--- src/websocket_frame_deframer_assert.svh ---
// Assertion macros for the WebSocket frame deframer.
// Used by the top level; expects a clock named i_clk and a reset named i_rst_n.
`ifndef WEBSOCKET_FRAME_DEFRAMER_ASSERT_SVH
`define WEBSOCKET_FRAME_DEFRAMER_ASSERT_SVH

// Same-cycle implication, disabled while reset is asserted.
`define WSD_ASSERT_IMP(lbl, ante, cons, msg) \
    lbl: assert property (@(posedge i_clk) disable iff (!i_rst_n) (ante) |-> (cons)) \
        else $error(msg);

// Next-cycle implication, disabled while reset is asserted.
`define WSD_ASSERT_NXT(lbl, ante, cons, msg) \
    lbl: assert property (@(posedge i_clk) disable iff (!i_rst_n) (ante) |=> (cons)) \
        else $error(msg);

// Checks the state that follows a reset cycle.
`define WSD_ASSERT_RST(lbl, cons, msg) \
    lbl: assert property (@(posedge i_clk) (!i_rst_n) |=> (cons)) \
        else $error(msg);

`endif

--- src/wsd_pkg.sv ---
// Package for the WebSocket frame deframer: parse phase codes, header
// constants and the result word type. No dependencies.
`timescale 1ns / 1ps

package wsd_pkg;

    typedef enum logic [4:0] {
        PH_FIRST = 5'b00001,
        PH_LEN   = 5'b00010,
        PH_EXT   = 5'b00100,
        PH_KEY   = 5'b01000,
        PH_PAY   = 5'b10000
    } t_phase;

    localparam logic [6:0] LEN_EXT16 = 7'd126;
    localparam logic [6:0] LEN_EXT64 = 7'd127;

    // Header bytes still due after the current one, minus one.
    localparam logic [2:0] EXT16_LEFT = 3'd1;
    localparam logic [2:0] EXT64_LEFT = 3'd7;
    localparam logic [2:0] KEY_LEFT   = 3'd3;

    typedef struct packed {
        logic [7:0] payload_byte;
        logic       last_in_frame;
        logic       empty_frame;
    } t_result;

endpackage

--- src/wsd_stream_if.sv ---
// Valid/ready stream interfaces for the WebSocket frame deframer:
// the received byte channel and the result channel. No dependencies.
`timescale 1ns / 1ps

interface wsd_byte_if;
    logic       valid;
    logic       ready;
    logic [7:0] rx_byte;

    modport source (output valid, output rx_byte, input ready);
    modport sink   (input valid, input rx_byte, output ready);
endinterface

interface wsd_result_if;
    logic       valid;
    logic       ready;
    logic [7:0] payload_byte;
    logic       last_in_frame;
    logic       empty_frame;

    modport source (output valid, output payload_byte, output last_in_frame,
                    output empty_frame, input ready);
    modport sink   (input valid, input payload_byte, input last_in_frame,
                    input empty_frame, output ready);
endinterface

--- src/wsd_parser.sv ---
// Frame header parser and payload unmasker: holds the parse state and
// produces at most one result word per accepted byte. Depends on wsd_pkg.
`timescale 1ns / 1ps

module wsd_parser (
    input  logic             i_clk,
    input  logic             i_rst_n,
    input  logic             i_accept,
    input  logic [7:0]       i_rx_byte,
    output logic             o_res_valid,
    output wsd_pkg::t_result o_res
);
    import wsd_pkg::*;

    t_phase      r_phase,  n_phase;
    logic        r_mask,   n_mask;
    logic [63:0] r_len,    n_len;
    logic [2:0]  r_hbl,    n_hbl;
    logic [31:0] r_key,    n_key;
    logic [63:0] r_pbl,    n_pbl;
    logic [1:0]  r_kpos,   n_kpos;

    logic [6:0]  len7;
    logic [63:0] ext_len;
    logic [63:0] len_val;
    logic [63:0] start_len;
    logic        len_done;
    logic        start;
    logic        mask_eff;
    logic        last;
    logic [7:0]  key_byte;

    always_comb begin
        n_phase     = r_phase;
        n_mask      = r_mask;
        n_len       = r_len;
        n_hbl       = r_hbl;
        n_key       = r_key;
        n_pbl       = r_pbl;
        n_kpos      = r_kpos;
        o_res_valid = 1'b0;
        o_res       = '0;
        len7        = i_rx_byte[6:0];
        ext_len     = {r_len[55:0], i_rx_byte};
        len_val     = '0;
        start_len   = r_len;
        len_done    = 1'b0;
        start       = 1'b0;
        mask_eff    = r_mask;
        last        = (r_pbl[63:1] == 63'd0);
        case (r_kpos)
            2'd0:    key_byte = r_key[31:24];
            2'd1:    key_byte = r_key[23:16];
            2'd2:    key_byte = r_key[15:8];
            default: key_byte = r_key[7:0];
        endcase

        case (r_phase)
            PH_LEN: begin
                n_mask   = i_rx_byte[7];
                mask_eff = i_rx_byte[7];
                n_len    = '0;
                if (len7 == LEN_EXT16) begin
                    n_hbl   = EXT16_LEFT;
                    n_phase = PH_EXT;
                end else if (len7 == LEN_EXT64) begin
                    n_hbl   = EXT64_LEFT;
                    n_phase = PH_EXT;
                end else begin
                    len_done = 1'b1;
                    len_val  = {57'd0, len7};
                    n_len    = {57'd0, len7};
                end
            end
            PH_EXT: begin
                n_len = ext_len;
                if (r_hbl == 3'd0) begin
                    len_done = 1'b1;
                    len_val  = ext_len;
                end else begin
                    n_hbl = r_hbl - 3'd1;
                end
            end
            PH_KEY: begin
                n_key = {r_key[23:0], i_rx_byte};
                if (r_hbl == 3'd0) begin
                    start     = 1'b1;
                    start_len = r_len;
                end else begin
                    n_hbl = r_hbl - 3'd1;
                end
            end
            PH_PAY: begin
                o_res_valid         = 1'b1;
                o_res.payload_byte  = i_rx_byte ^ key_byte;
                o_res.last_in_frame = last;
                o_res.empty_frame   = 1'b0;
                n_kpos              = r_kpos + 2'd1;
                if (last) begin
                    n_pbl   = '0;
                    n_kpos  = '0;
                    n_phase = PH_FIRST;
                end else begin
                    n_pbl = r_pbl - 64'd1;
                end
            end
            default: begin
                // FIN, RSV and opcode are not used.
                n_phase = PH_LEN;
            end
        endcase

        // Length complete: an unmasked frame goes straight to its payload
        // and keeps a zero key, so its bytes pass unchanged.
        if (len_done) begin
            n_key = '0;
            if (mask_eff) begin
                n_hbl   = KEY_LEFT;
                n_phase = PH_KEY;
            end else begin
                start     = 1'b1;
                start_len = len_val;
            end
        end

        if (start) begin
            n_kpos = '0;
            if (start_len == 64'd0) begin
                n_phase             = PH_FIRST;
                n_pbl               = '0;
                o_res_valid         = 1'b1;
                o_res.payload_byte  = '0;
                o_res.last_in_frame = 1'b1;
                o_res.empty_frame   = 1'b1;
            end else begin
                n_pbl   = start_len;
                n_phase = PH_PAY;
            end
        end
    end

    always_ff @(posedge i_clk) begin
        if (!i_rst_n) begin
            r_phase <= PH_FIRST;
            r_mask  <= 1'b0;
            r_len   <= '0;
            r_hbl   <= '0;
            r_key   <= '0;
            r_pbl   <= '0;
            r_kpos  <= '0;
        end else if (i_accept) begin
            r_phase <= n_phase;
            r_mask  <= n_mask;
            r_len   <= n_len;
            r_hbl   <= n_hbl;
            r_key   <= n_key;
            r_pbl   <= n_pbl;
            r_kpos  <= n_kpos;
        end
    end

endmodule

--- src/websocket_frame_deframer.sv ---
// WebSocket frame deframer: parses back-to-back frames from a byte stream
// and returns unmasked payload bytes. Depends on wsd_pkg, the stream
// interfaces and wsd_parser. A result word is valid in the cycle after its
// byte is accepted. Throughput: one byte per cycle while results are taken,
// set by the single output register, refilled as it drains. Synchronous
// active-low reset returns the parser to the first header byte, no result.
`timescale 1ns / 1ps
`include "websocket_frame_deframer_assert.svh"

module websocket_frame_deframer (
    input  logic         i_clk,
    input  logic         i_rst_n,
    wsd_byte_if.sink     i_rx,
    wsd_result_if.source o_res
);
    import wsd_pkg::*;

    logic    in_accept;
    logic    res_valid;
    t_result res;
    logic    r_out_valid;
    t_result r_out;

    // The output register is free when empty or being taken this cycle.
    assign i_rx.ready = !r_out_valid || o_res.ready;
    assign in_accept  = i_rx.valid && i_rx.ready;

    wsd_parser u_parser (
        .i_clk       (i_clk),
        .i_rst_n     (i_rst_n),
        .i_accept    (in_accept),
        .i_rx_byte   (i_rx.rx_byte),
        .o_res_valid (res_valid),
        .o_res       (res)
    );

    always_ff @(posedge i_clk) begin
        if (!i_rst_n) begin
            r_out_valid <= 1'b0;
        end else if (in_accept) begin
            r_out_valid <= res_valid;
        end else if (o_res.ready) begin
            r_out_valid <= 1'b0;
        end
    end

    always_ff @(posedge i_clk) begin
        if (in_accept && res_valid) begin
            r_out <= res;
        end
    end

    assign o_res.valid         = r_out_valid;
    assign o_res.payload_byte  = r_out.payload_byte;
    assign o_res.last_in_frame = r_out.last_in_frame;
    assign o_res.empty_frame   = r_out.empty_frame;

    `WSD_ASSERT_IMP(a_empty_word, o_res.valid && o_res.empty_frame,
        o_res.last_in_frame && (o_res.payload_byte == 8'd0),
        "empty-frame word must be last and carry a zero byte")
    `WSD_ASSERT_NXT(a_result_loaded, in_accept && res_valid, o_res.valid,
        "result word of an accepted byte was not presented")
    `WSD_ASSERT_RST(a_reset_clear, !o_res.valid,
        "output word valid after reset")

endmodule

--- src/flat_wrapper.sv ---
// flat-port wrapper written by rule: the top's interface ports become plain ports
module websocket_frame_deframer_flat import wsd_pkg::*;
  (i_clk, i_rst_n, i_rx_valid, i_rx_rx_byte, i_rx_ready, o_res_valid, o_res_payload_byte, o_res_last_in_frame, o_res_empty_frame, o_res_ready);
  wsd_byte_if i_rx_i ();
  wsd_result_if o_res_i ();
  input  logic i_clk;
  input  logic i_rst_n;
  input wire logic [$bits(i_rx_i.valid)-1:0] i_rx_valid;
  input wire logic [$bits(i_rx_i.rx_byte)-1:0] i_rx_rx_byte;
  output wire logic [$bits(i_rx_i.ready)-1:0] i_rx_ready;
  output wire logic [$bits(o_res_i.valid)-1:0] o_res_valid;
  output wire logic [$bits(o_res_i.payload_byte)-1:0] o_res_payload_byte;
  output wire logic [$bits(o_res_i.last_in_frame)-1:0] o_res_last_in_frame;
  output wire logic [$bits(o_res_i.empty_frame)-1:0] o_res_empty_frame;
  input wire logic [$bits(o_res_i.ready)-1:0] o_res_ready;
  assign i_rx_i.valid = i_rx_valid;
  assign i_rx_i.rx_byte = i_rx_rx_byte;
  assign i_rx_ready = i_rx_i.ready;
  assign o_res_valid = o_res_i.valid;
  assign o_res_payload_byte = o_res_i.payload_byte;
  assign o_res_last_in_frame = o_res_i.last_in_frame;
  assign o_res_empty_frame = o_res_i.empty_frame;
  assign o_res_i.ready = o_res_ready;
  websocket_frame_deframer u_core (.i_clk(i_clk), .i_rst_n(i_rst_n), .i_rx(i_rx_i), .o_res(o_res_i));
endmodule
--- config.mk ---
export PLATFORM = sky130hd
export DESIGN_NAME = websocket_frame_deframer_flat
export DESIGN_NICKNAME = d
export VERILOG_FILES = /design/src/wsd_pkg.sv /design/src/wsd_stream_if.sv /design/src/wsd_parser.sv /design/src/websocket_frame_deframer.sv /design/src/flat_wrapper.sv
export VERILOG_INCLUDE_DIRS = /design/src /design/src/src
export SDC_FILE = /design/constraint.sdc
export NUM_CORES = 1
export LEC_CHECK = 0
export ABC_AREA = 0
export ABC_CLOCK_PERIOD_IN_PS = 3400
export BUFFER_PORTS_ARGS = -buffer_cell sky130_fd_sc_hd__buf_2
export CAP_MARGIN = 25
export CORE_MARGIN = 1.5
export CORE_UTILIZATION = 33
export CTS_BUF_LIST = sky130_fd_sc_hd__clkbuf_16
export DETAILED_ROUTE_END_ITERATION = 7
export SLEW_MARGIN = 10
export SYNTH_ARGS = -nofsm -noshare
export SYNTH_HDL_FRONTEND = slang
export SYNTH_SLANG_ARGS = --single-unit
--- constraint.sdc ---
create_clock -name i_clk -period 3.4 [get_ports i_clk]
set_input_delay 0.34 -clock i_clk [delete_from_list [all_inputs] [get_ports i_clk]]
set_output_delay 0.34 -clock i_clk [all_outputs]
set_load 0.01 [all_outputs]
==> results.md, run 1 <==
* Post-layout util at 0.382
* Crit path DAT at between 3 and 4 ns
* Outcome: completed
* Synth cell types at between 60 and 70
* Crit. End Element: flip-flop
* Final ANT Viol Nets at 0
* Final Max Tran Viols at 0
* Peak supply drop at roughly 0.32 mV
* Clock Latency Late Sink at approximately 0.45 ns
* Critical Path RT at approximately 3.8 ns
* Tmin final at 3.05 ns
* Final Hold Viols at 0
* # resized after CTS at 0
* WHS Endpoint: u_core.u_parser.r_key[4]$_SDFFE_PN0P_
* CTS tree: yes
* Initial Util at 0.338
* Post-detail-place hpwl at 20,400 µm
* Drt pass-1 iters at 8
* Yosys Warn Count at 0
* Flop and latch count out of synthesis at between 150 and 200
* Post-route clock skew at between 0.01 and 0.015 ns
* Syn_area_per_cell at around 7.6 µm²
* Vias in the first global route at roughly 8,500
* R2R Setup Slk at about 0.35 ns
* Initial DRC Count at ~1,200
* Clk sink count at approximately 180
* Max Fanout on Critical Path at 9
* DRC violations left at 0
* Via/cell ratio at between 5 and 6
* Pleak at between 3 and 4 nW
* Syn Inst Count at about 1,300
* I/O pin total at 24
* Number of synthesized flops with an enable pin at 10
* Cts hold-fix bufs at 0
* Row cnt at 61
* First-pass GRT wire length at approximately 49,000 µm
* Final WL at between 30,000 and 40,000 µm
* Share of the synthesized area in the top cell type at 0.364
* GPL Wtd Cong at just under 0.9
* Fmax at 328 MHz
* Max-cap viol count at 0
* Mean routed wirelength per cell at approximately 19 µm
* Area of the core at about 28,000 µm²
* Post-Syn Area at 9460 µm²
* Async set-or-reset flop fraction in the synthesized netlist at 0
* WHS Path Cells at 3
* Setup tns final at 0 ns
* Die area at between 20,000 and 30,000 µm²
* Clock-pin slew of the registers on the worst-case setup and hold paths at 0.09 ns
* Slew HR at 0.413
* Initial antenna violation count at 0
* Post-CTS Setup Inserts at 0
* Dominant synthesized flop cell: dfxtp_1
* Largest net degree at the start of global routing at between 60 and 70
* Worst Setup SP: u_core.u_parser.r_pbl[29]$_SDFFE_PN0P_
* Syn Nets at approximately 1,300
* Total Nets Final at around 1,300
* Layout area overhead at 13.2%
* Unrepaired setup endpoints after global routing: false
* Least-Margin Pin Slew at slightly below 0.9 ns
* Worst Hold Class: input pin to flip-flop
* CP Class: flip-flop to flip-flop
* Tot GR Track Use at 0.212
* Final setup viols at 0
* Pwr Total at 4.68 mW
* Clk buf depth at 2
* Power per Cell Area at approximately 440 nW/µm²
* Startpoint types: flip-flop
* Die height at between 150 and 200 µm
* GR Overflow Total at 0
* Vias at 9,654
* Width of the die at 172 µm
* Layout cell share with drive strength beyond 1 at 0.0935
* Synth top cells by count: dfxtp_1, a21oi_1, nand2_1
* Cts bufs inserted at 17
* Clock root buffer: clkbuf_16
* RR Startpoint: u_core.u_parser.r_pbl[29]$_SDFFE_PN0P_
* Top-count cell post-synth: dfxtp_1
* Worst hold start: i_rx_rx_byte[4]
* H-tree Lvls at 4
* Cells on worst reg2reg path at 7
* Top cells by area, synth: dfxtp_1, a21oi_1, nand2_1
* Area leader, netlist: dfxtp_1
* RR Endpoint: u_core.u_parser.r_pbl[53]$_SDFFE_PN0P_
* Post-route clock period utilization at 0.897
* Sequential-to-total area share from yosys stat at 0.396
* Number of buffers inserted by port buffering at 23
* Antenna cells at 0
layout by cell type (no fill, tap or decap), types with 8 or more instances in the layout:
master     synthesis  routed
a211oi_1           8       8
a21o_1             9       9
a21oi_1          154     151
a222oi_1           8       8
a22oi_1           67      67
a31oi_1           15      15
and3_1            20      20
buf_2              5      23
buf_4              0      41
clkbuf_16          0      17
clkinv_8           0      10
dfxtp_1          172     172
edfxtp_1          10      10
inv_1             12      12
nand2_1          142     142
nand3_1           97      97
nor2_1           141     140
nor3_1            42      41
nor4_1            30      30
o211ai_1          13      13
o21ai_0           57      56
o22ai_1           21      20
or3_1             15      15
xnor2_1            8       8
sequential cells by signal, summed over array words and instances, names as in the netlist:
register and flops:
u_core.u_parser.r_kpos 2, u_core.u_parser.r_key 32, u_core.u_parser.r_pbl 64, u_core.o_res.valid 1
u_core.u_parser.r_hbl 3, u_core.o_res.last_in_frame 1, u_core.u_parser.r_len 64, u_core.o_res.payload_byte 8
u_core.u_parser.r_mask 1, u_core.u_parser.r_phase 5, u_core.o_res.empty_frame 1
critical path: stages (launching register included):
cell and delay (ns):
dfxtp_1 0.37, or4_1 0.70, nand4bb_4 0.29, or3_1 0.46, nor4_4 0.57, nand2_1 0.13
or3_1 0.33, a31oi_1 0.13
layout make-up:
type                    instances  area [µm²]
fillers                      2923       17300
multi-input cells             957        5330
flip-flops and latches        182        3740
repair buffers                 67         474
well taps                     378         473
clock buffers                  17         425
clock inverters                15         209
inverters                      13        51.3
worst max path at each step:
stage | slack (ns) | cells after the start | to
floorplan | 0.63 | 8 | u_core.u_parser.r_pbl[58]$_SDFFE_PN0P_
global placement | 0.44 | 7 | u_core.u_parser.r_pbl[49]$_SDFFE_PN0P_
detailed placement | 0.42 | 7 | u_core.u_parser.r_pbl[53]$_SDFFE_PN0P_
CTS | 0.39 | 7 | u_core.u_parser.r_pbl[53]$_SDFFE_PN0P_
global route | 0.21 | 7 | u_core.u_parser.r_pbl[53]$_SDFFE_PN0P_
finish | 0.35 | 7 | u_core.u_parser.r_pbl[53]$_SDFFE_PN0P_
routing by layer:
metal  share of wire  track usage  vias to the layer above
met5               0            0                        -
li1                -            -                     4577
met3           0.073       0.0320                       43
met2            0.44        0.316                      403
met1            0.48        0.317                     4631
met4           0.013       0.0476                        0
power by group:
group / switching (mW) / internal (mW)
Clock: 1.06 / 1.01
Combinational: 0.315 / 0.127
Sequential: 0.0101 / 2.16
through the flow:
stage | setup slack, ns | hold slack, ns | cell area, µm² | instances
4_1_cts | 0.390 | 0.204 | 10700 | 1629
2_1_floorplan | 0.629 | 0.431 | 9460 | 1252
5_1_grt | 0.209 | 0.207 | 10700 | 1629
3_3_place_gp | 0.441 | 0.437 | 10100 | 1596
3_5_place_dp | 0.419 | 0.445 | 10100 | 1597
6_report | 0.351 | 0.209 | 10700 | 1629
cell families (layout without fill, tap and decap cells):
family | count (synthesis) | count (layout) | synth area share
and+or+nand+nor | 538 | 538 | 0.273
AOI/OAI and AO/OA | 400 | 400 | 0.264
DFF | 182 | 182 | 0.396
buffers and inverters | 113 | 112 | 0.0463
xor gates and xnor gates | 8 | 8 | 0.00741
adders and majority gates | 7 | 7 | 0.00926
muxes | 4 | 4 | 0.00423
(Power assumes the default switching activity.)
==> inputs of run 2 (changes only) <==
Settings changed: CELL_PAD_IN_SITES_DETAIL_PLACEMENT from default to 0, CELL_PAD_IN_SITES_GLOBAL_PLACEMENT from default to 1, PLACE_DENSITY_LB_ADDON from default to 0.1, SLEW_MARGIN 10 to default.
==> run 2 against run 1 <==
  * Wire length rose by 14%
  * Clock skew grew 0.0018 ns
  * Final cell count up 0.12%
  * Setup slack worse by 0.0093 ns
  * Sequential share of layout area fell by 0.14 points
  * Largest power group unchanged
==> results.md, run 2 (synthesis results as in run 1) <==
* Unrepaired setup endpoints after global routing: false
* Final ANT Viol Nets at 0 (unchanged)
* Clock-pin slew of the registers on the worst-case setup and hold paths at 0.08 ns (about the same)
* Worst Hold Class: input pin to flip-flop
* Largest net degree at the start of global routing at 108 (+69%)
* Pleak at 3.65 nW (+0.38%)
* Number of buffers inserted by port buffering at 23 (unchanged)
* Most common cell after layout, fill and taps aside: dfxtp_1
* Peak supply drop at 0.311 mV (-2.9%)
* Cells on worst reg2reg path at 7 (unchanged)
* Die area at 29,700 µm² (unchanged)
* Initial DRC Count at 939 (-21%)
* Combinational power share at 0.095 (about the same)
* First-pass GRT wire length at 54,900 µm (+12%)
* Dpl cells at 1,599 (+0.13%)
* H-tree Lvls at 4 (unchanged)
* Row cnt at 61 (unchanged)
* Layout area overhead at 13.6%
* Width of the die at 172 µm (unchanged)
* Clock root buffer: clkbuf_16
* Max-cap viol count at 0 (unchanged)
* Final non-filler cell total at 1,631 (+0.12%)
* Post-route clock skew at 0.0143 ns (+0.00176 ns)
* Setup tns final at 0 ns (unchanged)
* Crit path DAT at 3.39 ns (-0.04 ns)
* Max Fanout on Critical Path at 9 (unchanged)
* Commonest non-fill, non-tap cells in the layout: dfxtp_1, a21oi_1, nand2_1, nor2_1, nand3_1
* Via/cell ratio at 5.86 (-1.1%)
* Crit. End Element: flip-flop
* Net switching power at 1.30 mW (-6.6%)
* Post-route clock period utilization at 0.900 (+0.00275)
* Worst hold start: i_rx_rx_byte[1]
* Clk sink count at 182 (unchanged)
* Drt pass-1 iters at 6 (-2)
* Slew HR at 0.408 (-0.00445)
* RR Startpoint: u_core.u_parser.r_pbl[29]$_SDFFE_PN0P_
* Final setup viols at 0 (unchanged)
* Final Max Tran Viols at 0 (unchanged)
* GPL Wtd Cong at 0.806 (-6.8%)
* Vias in the first global route at 8,958 (+4.8%)
* RR Endpoint: u_core.u_parser.r_pbl[49]$_SDFFE_PN0P_
* Power per Cell Area at 446 nW/µm² (+1.9%)
* Fmax at 327 MHz (-0.31%)
* CTS tree: yes
* Post-detail-place hpwl at 23,400 µm (+15%)
* Top Registers: u_core.u_parser.r_len: 64 flops, u_core.u_parser.r_pbl: 64 flops, u_core.u_parser.r_key: 32 flops
* Switching Share at 0.271 (-0.0258)
* Total Nets Final at 1,259 (+0.16%)
* Clock Latency Late Sink at 0.45 ns (about the same)
* DRC violations left at 0 (unchanged)
* Hold_ws at 0.236 ns (+0.0264 ns)
* Outcome: completed
* Seq pwr share at 0.453 (-0.010)
* Initial antenna violation count at 0 (unchanged)
* Area of the core at 28,000 µm² (unchanged)
* Layout cell share with drive strength beyond 1 at 0.0958 (+0.00224)
* I/O pin total at 24 (unchanged)
* Clk pwr share at 0.452 (+0.009)
* WHS Endpoint: u_core.u_parser.r_key[1]$_SDFFE_PN0P_
* Antenna cells at 0 (unchanged)
* Mean routed wirelength per cell at 21.5 µm (+14%)
* GR Overflow Total at 0 (unchanged)
* WHS Path Cells at 3 (unchanged)
* Cts bufs inserted at 17 (unchanged)
* CP Class: flip-flop to flip-flop
* Pwr Total at 4.79 mW (+2.3%)
* Final WL at 35,100 µm (+14%)
* Cell internal pwr at 3.49 mW (+6.1%)
* Initial Util at 0.338 (unchanged)
* Tot GR Track Use at 0.244 (+0.0324)
* Tmin final at 3.06 ns (+0.00935 ns)
* Final Hold Viols at 0 (unchanged)
* Critical Path RT at 3.73 ns (-0.05 ns)
* R2R Setup Slk at 0.34 ns (about the same)
* Clk buf depth at 2 (unchanged)
* Startpoint types: flip-flop
* Die height at 172 µm (unchanged)
* Vias at 9,558 (-0.99%)
* Least-Margin Pin Slew at 0.884 ns (+0.00665 ns)
[run 2: worst max-delay path by stage]
stage,start,end,slack (ns)
floorplan,u_core.u_parser.r_pbl[29]$_SDFFE_PN0P_,u_core.u_parser.r_pbl[58]$_SDFFE_PN0P_,0.63
global placement,u_core.u_parser.r_pbl[25]$_SDFFE_PN0P_,u_core.u_parser.r_pbl[42]$_SDFFE_PN0P_,0.46
detailed placement,u_core.u_parser.r_pbl[25]$_SDFFE_PN0P_,u_core.u_parser.r_pbl[42]$_SDFFE_PN0P_,0.36
CTS,u_core.u_parser.r_pbl[25]$_SDFFE_PN0P_,u_core.u_parser.r_pbl[42]$_SDFFE_PN0P_,0.36
global route,u_core.u_parser.r_pbl[29]$_SDFFE_PN0P_,u_core.u_parser.r_pbl[53]$_SDFFE_PN0P_,0.12
finish,u_core.u_parser.r_pbl[29]$_SDFFE_PN0P_,u_core.u_parser.r_pbl[49]$_SDFFE_PN0P_,0.34
[run 2: critical path: stages (launching register included)]
cell and delay (ns):
dfxtp_1 0.37, or4_1 0.69, nand4bb_4 0.28, or3_1 0.47, nor4_4 0.57, a21oi_1 0.14, o21a_1 0.19, o31a_1 0.23
[run 2: power groups by stage]
stage | registers (mW) | logic, mW | clock network (mW)
after detailed placement | 2.22 | 0.452 | 0
final | 2.17 | 0.457 | 2.17
after floorplan | 2.22 | 0.283 | 0
after CTS | 2.17 | 0.453 | 2.20
after global placement | 2.22 | 0.455 | 0
after global routing | 2.17 | 0.498 | 2.28
[run 2: final cells by class]
type	instances	area, µm²
fillers	2996	17300
multi-input cells	957	5350
flip-flops and latches	182	3740
repair buffers	69	510
well taps	378	473
clock buffers	18	450
clock inverters	14	170
inverters	13	51.3
[run 2: timing repair]
action                     4_1_cts  5_1_grt
hold buffers                     0        0
setup endpoints to repair        0        2
setup buffers                    0        0
resized for setup                0        1
[run 2: layer usage]
metal | vias to the layer above | GRT usage | wire length (µm)
met4 | 0 | 0.0526 | 423
li1 | 4606 | - | -
met2 | 208 | 0.404 | 16700
met5 | - | 0 | 0
met3 | 22 | 0.0318 | 1390
met1 | 4722 | 0.338 | 16600
[run 2: through the flow]
step	instance area (µm²)	utilization	worst slack, ns
2_1_floorplan	9460	-	0.629
3_3_place_gp	10100	0.361	0.456
3_5_place_dp	10100	0.361	0.356
4_1_cts	10700	0.383	0.360
5_1_grt	10700	0.384	0.122
6_report	10700	0.384	0.342
==> inputs of run 3 (changes only) <==
Settings changed: CORE_UTILIZATION 33 to 35.
==> run 3 against run 2 <==
  * Total power fell by 0.34%
  * Sequential power barely moved
  * Non-clock buffer count rose by 4
  * Clock skew rose by 0.0090 ns
  * Setup slack improved by 0.11 ns
  * Largest cell class unchanged
  * Largest power group unchanged
==> results.md, run 3 (synthesis results as in run 1) <==
* Outcome: completed
* Die height at 167 µm (-2.8%)
* Total Nets Final at 1,263 (+0.32%)
* Initial Util at 0.360 (+0.0222)
* Clock root buffer: clkbuf_16
* Layout cell share with drive strength beyond 1 at 0.0994 (+0.00367)
* Final setup viols at 0 (unchanged)
* Largest net degree at the start of global routing at 62 (-43%)
* Pleak at 3.69 nW (+1.0%)
* Clock-pin slew of the registers on the worst-case setup and hold paths at 0.10 ns (+0.02 ns)
* Crit-path max cell delay at 0.52 ns (-0.17 ns)
* Top Registers: u_core.u_parser.r_len: 64 flops, u_core.u_parser.r_pbl: 64 flops, u_core.u_parser.r_key: 32 flops
* Row cnt at 59 (-3.3%)
* Least-Margin Pin Slew at 0.728 ns (-0.156 ns)
* Final ANT Viol Nets at 0 (unchanged)
* Vias in the first global route at 8,808 (-1.7%)
* GR Overflow Total at 0 (unchanged)
* DRC violations left at 0 (unchanged)
* Post-detail-place hpwl at 23,400 µm (+0.14%)
* Slowest cell on crit path: o22ai_4
* Clock Latency Late Sink at 0.45 ns (about the same)
* Setup tns final at 0 ns (unchanged)
* First-pass GRT wire length at 53,800 µm (-2.0%)
* Drt pass-1 iters at 7 (+1)
* Post-route clock period utilization at 0.867 (-0.0326)
* Power per Cell Area at 445 nW/µm² (-0.26%)
* Slew HR at 0.515 (+0.106)
* Max Fanout on Critical Path at 18 (+9)
* Max-cap viol count at 0 (unchanged)
* Worst Hold Class: input pin to flip-flop
* Cts bufs inserted at 17 (unchanged)
* Peak supply drop at 0.323 mV (+4.0%)
* Vias at 9,522 (-0.38%)
* # resized after CTS at 0 (unchanged)
* Hold_ws at 0.222 ns (-0.0141 ns)
* Antenna cells at 0 (unchanged)
* Tmin final at 2.95 ns (-0.111 ns)
* Crit. End Element: flip-flop
* Clk sink count at 182 (unchanged)
* Via/cell ratio at 5.98 (+2.1%)
* Final Max Tran Viols at 0 (unchanged)
* Die area at 28,000 µm² (-5.6%)
* Startpoint types: flip-flop
* Mean routed wirelength per cell at 21.6 µm (+0.32%)
* Area of the core at 26,300 µm² (-6.2%)
* Number of buffers inserted by port buffering at 23 (unchanged)
* Post-CTS Setup Inserts at 0 (unchanged)
* Crit path DAT at 3.29 ns (-0.10 ns)
* Final WL at 34,400 µm (-2.1%)
* Unrepaired setup endpoints after global routing: false
* Width of the die at 167 µm (-2.8%)
* Critical Path RT at 3.74 ns (about the same)
* H-tree Lvls at 4 (unchanged)
* Fmax at 339 MHz (+3.8%)
* GPL Wtd Cong at 0.839 (+4.0%)
* Commonest non-fill, non-tap cells in the layout: dfxtp_1, a21oi_1, nand2_1, nor2_1, nand3_1
* Clk buf depth at 2 (unchanged)
* Final Hold Viols at 0 (unchanged)
* Most common cell after layout, fill and taps aside: dfxtp_1
* Crit-path cells: inv_1, ha_1, nor2b_1, nand2_1, o22ai_4, o2111ai_1, nand4_1, buf_4, o22ai_1, a31o_2
* CP Class: flip-flop to flip-flop
* Post-route clock skew at 0.0233 ns (+0.00902 ns)
* CTS tree: yes
* Initial DRC Count at 875 (-6.8%)
* Tot GR Track Use at 0.246 (+0.00219)
* I/O pin total at 24 (unchanged)
* Cts hold-fix bufs at 0 (unchanged)
* Initial antenna violation count at 1 (+1)
* Layout area overhead at 13.5% (about the same)
[run 3: report_power, final]
| part | leakage, nW | switching, mW | internal, mW | total [mW] |
|---|---|---|---|---|
| sequential | 1.48 | 0.0105 | 2.16 | 2.17 |
| clock | 0.306 | 1.11 | 1.03 | 2.14 |
| combinational | 1.91 | 0.329 | 0.140 | 0.469 |
[run 3: path summary, 6_finish.rpt]
check,depth (start not counted),startpoint,to,slack (ns)
min,3,i_rst_n,u_core.o_res.valid$_SDFFE_PN0P_,0.22
max reg2reg,10,u_core.u_parser.r_hbl[0]$_SDFFE_PN0P_,u_core.u_parser.r_pbl[59]$_SDFFE_PN0P_,0.45
min reg2reg,2,u_core.u_parser.r_key[30]$_SDFFE_PN0P_,u_core.u_parser.r_key[30]$_SDFFE_PN0P_,0.46
max,10,u_core.u_parser.r_hbl[0]$_SDFFE_PN0P_,u_core.u_parser.r_pbl[59]$_SDFFE_PN0P_,0.45
[run 3: area by class of cell]
cell class	count	area, µm²
fillers	2756	15500
clock inverters	15	209
well taps	335	419
multi-input cells	957	5350
flip-flops and latches	182	3740
inverters	13	51.3
clock buffers	17	425
repair buffers	73	541
[run 3: through the flow]
step | total power, mW | cell area [µm²] | util | setup slack, ns | cells
finish | 4.77 | 10700 | 0.409 | 0.452 | 1592
global route | 4.94 | 10700 | 0.409 | 0.206 | 1592
CTS | 4.81 | 10700 | 0.409 | 0.451 | 1592
detailed placement | 2.68 | 10100 | 0.384 | 0.480 | 1560
global placement | 2.69 | 10100 | 0.384 | 0.514 | 1560
floorplan | 2.50 | 9460 | - | 0.629 | 1252
[run 3: layer usage]
layer / vias to the layer above / GRT usage / routed length (µm)
li1: 4598 / - / -
met1: 4627 / 0.354 / 16300
met2: 260 / 0.381 / 15400
met3: 37 / 0.0409 / 2120
met4: 0 / 0.0654 / 612
met5: - / 0 / 0
[run 3: worst max-delay path, delay by kind of cell, from the launching register on]
family	cells	cell delay, ns
adders and majority gates	1	0.19
DFF	1	0.33
and+or+nand+nor	3	0.76
AOI/OAI and AO/OA	4	1.10
buffers and inverters	2	0.45
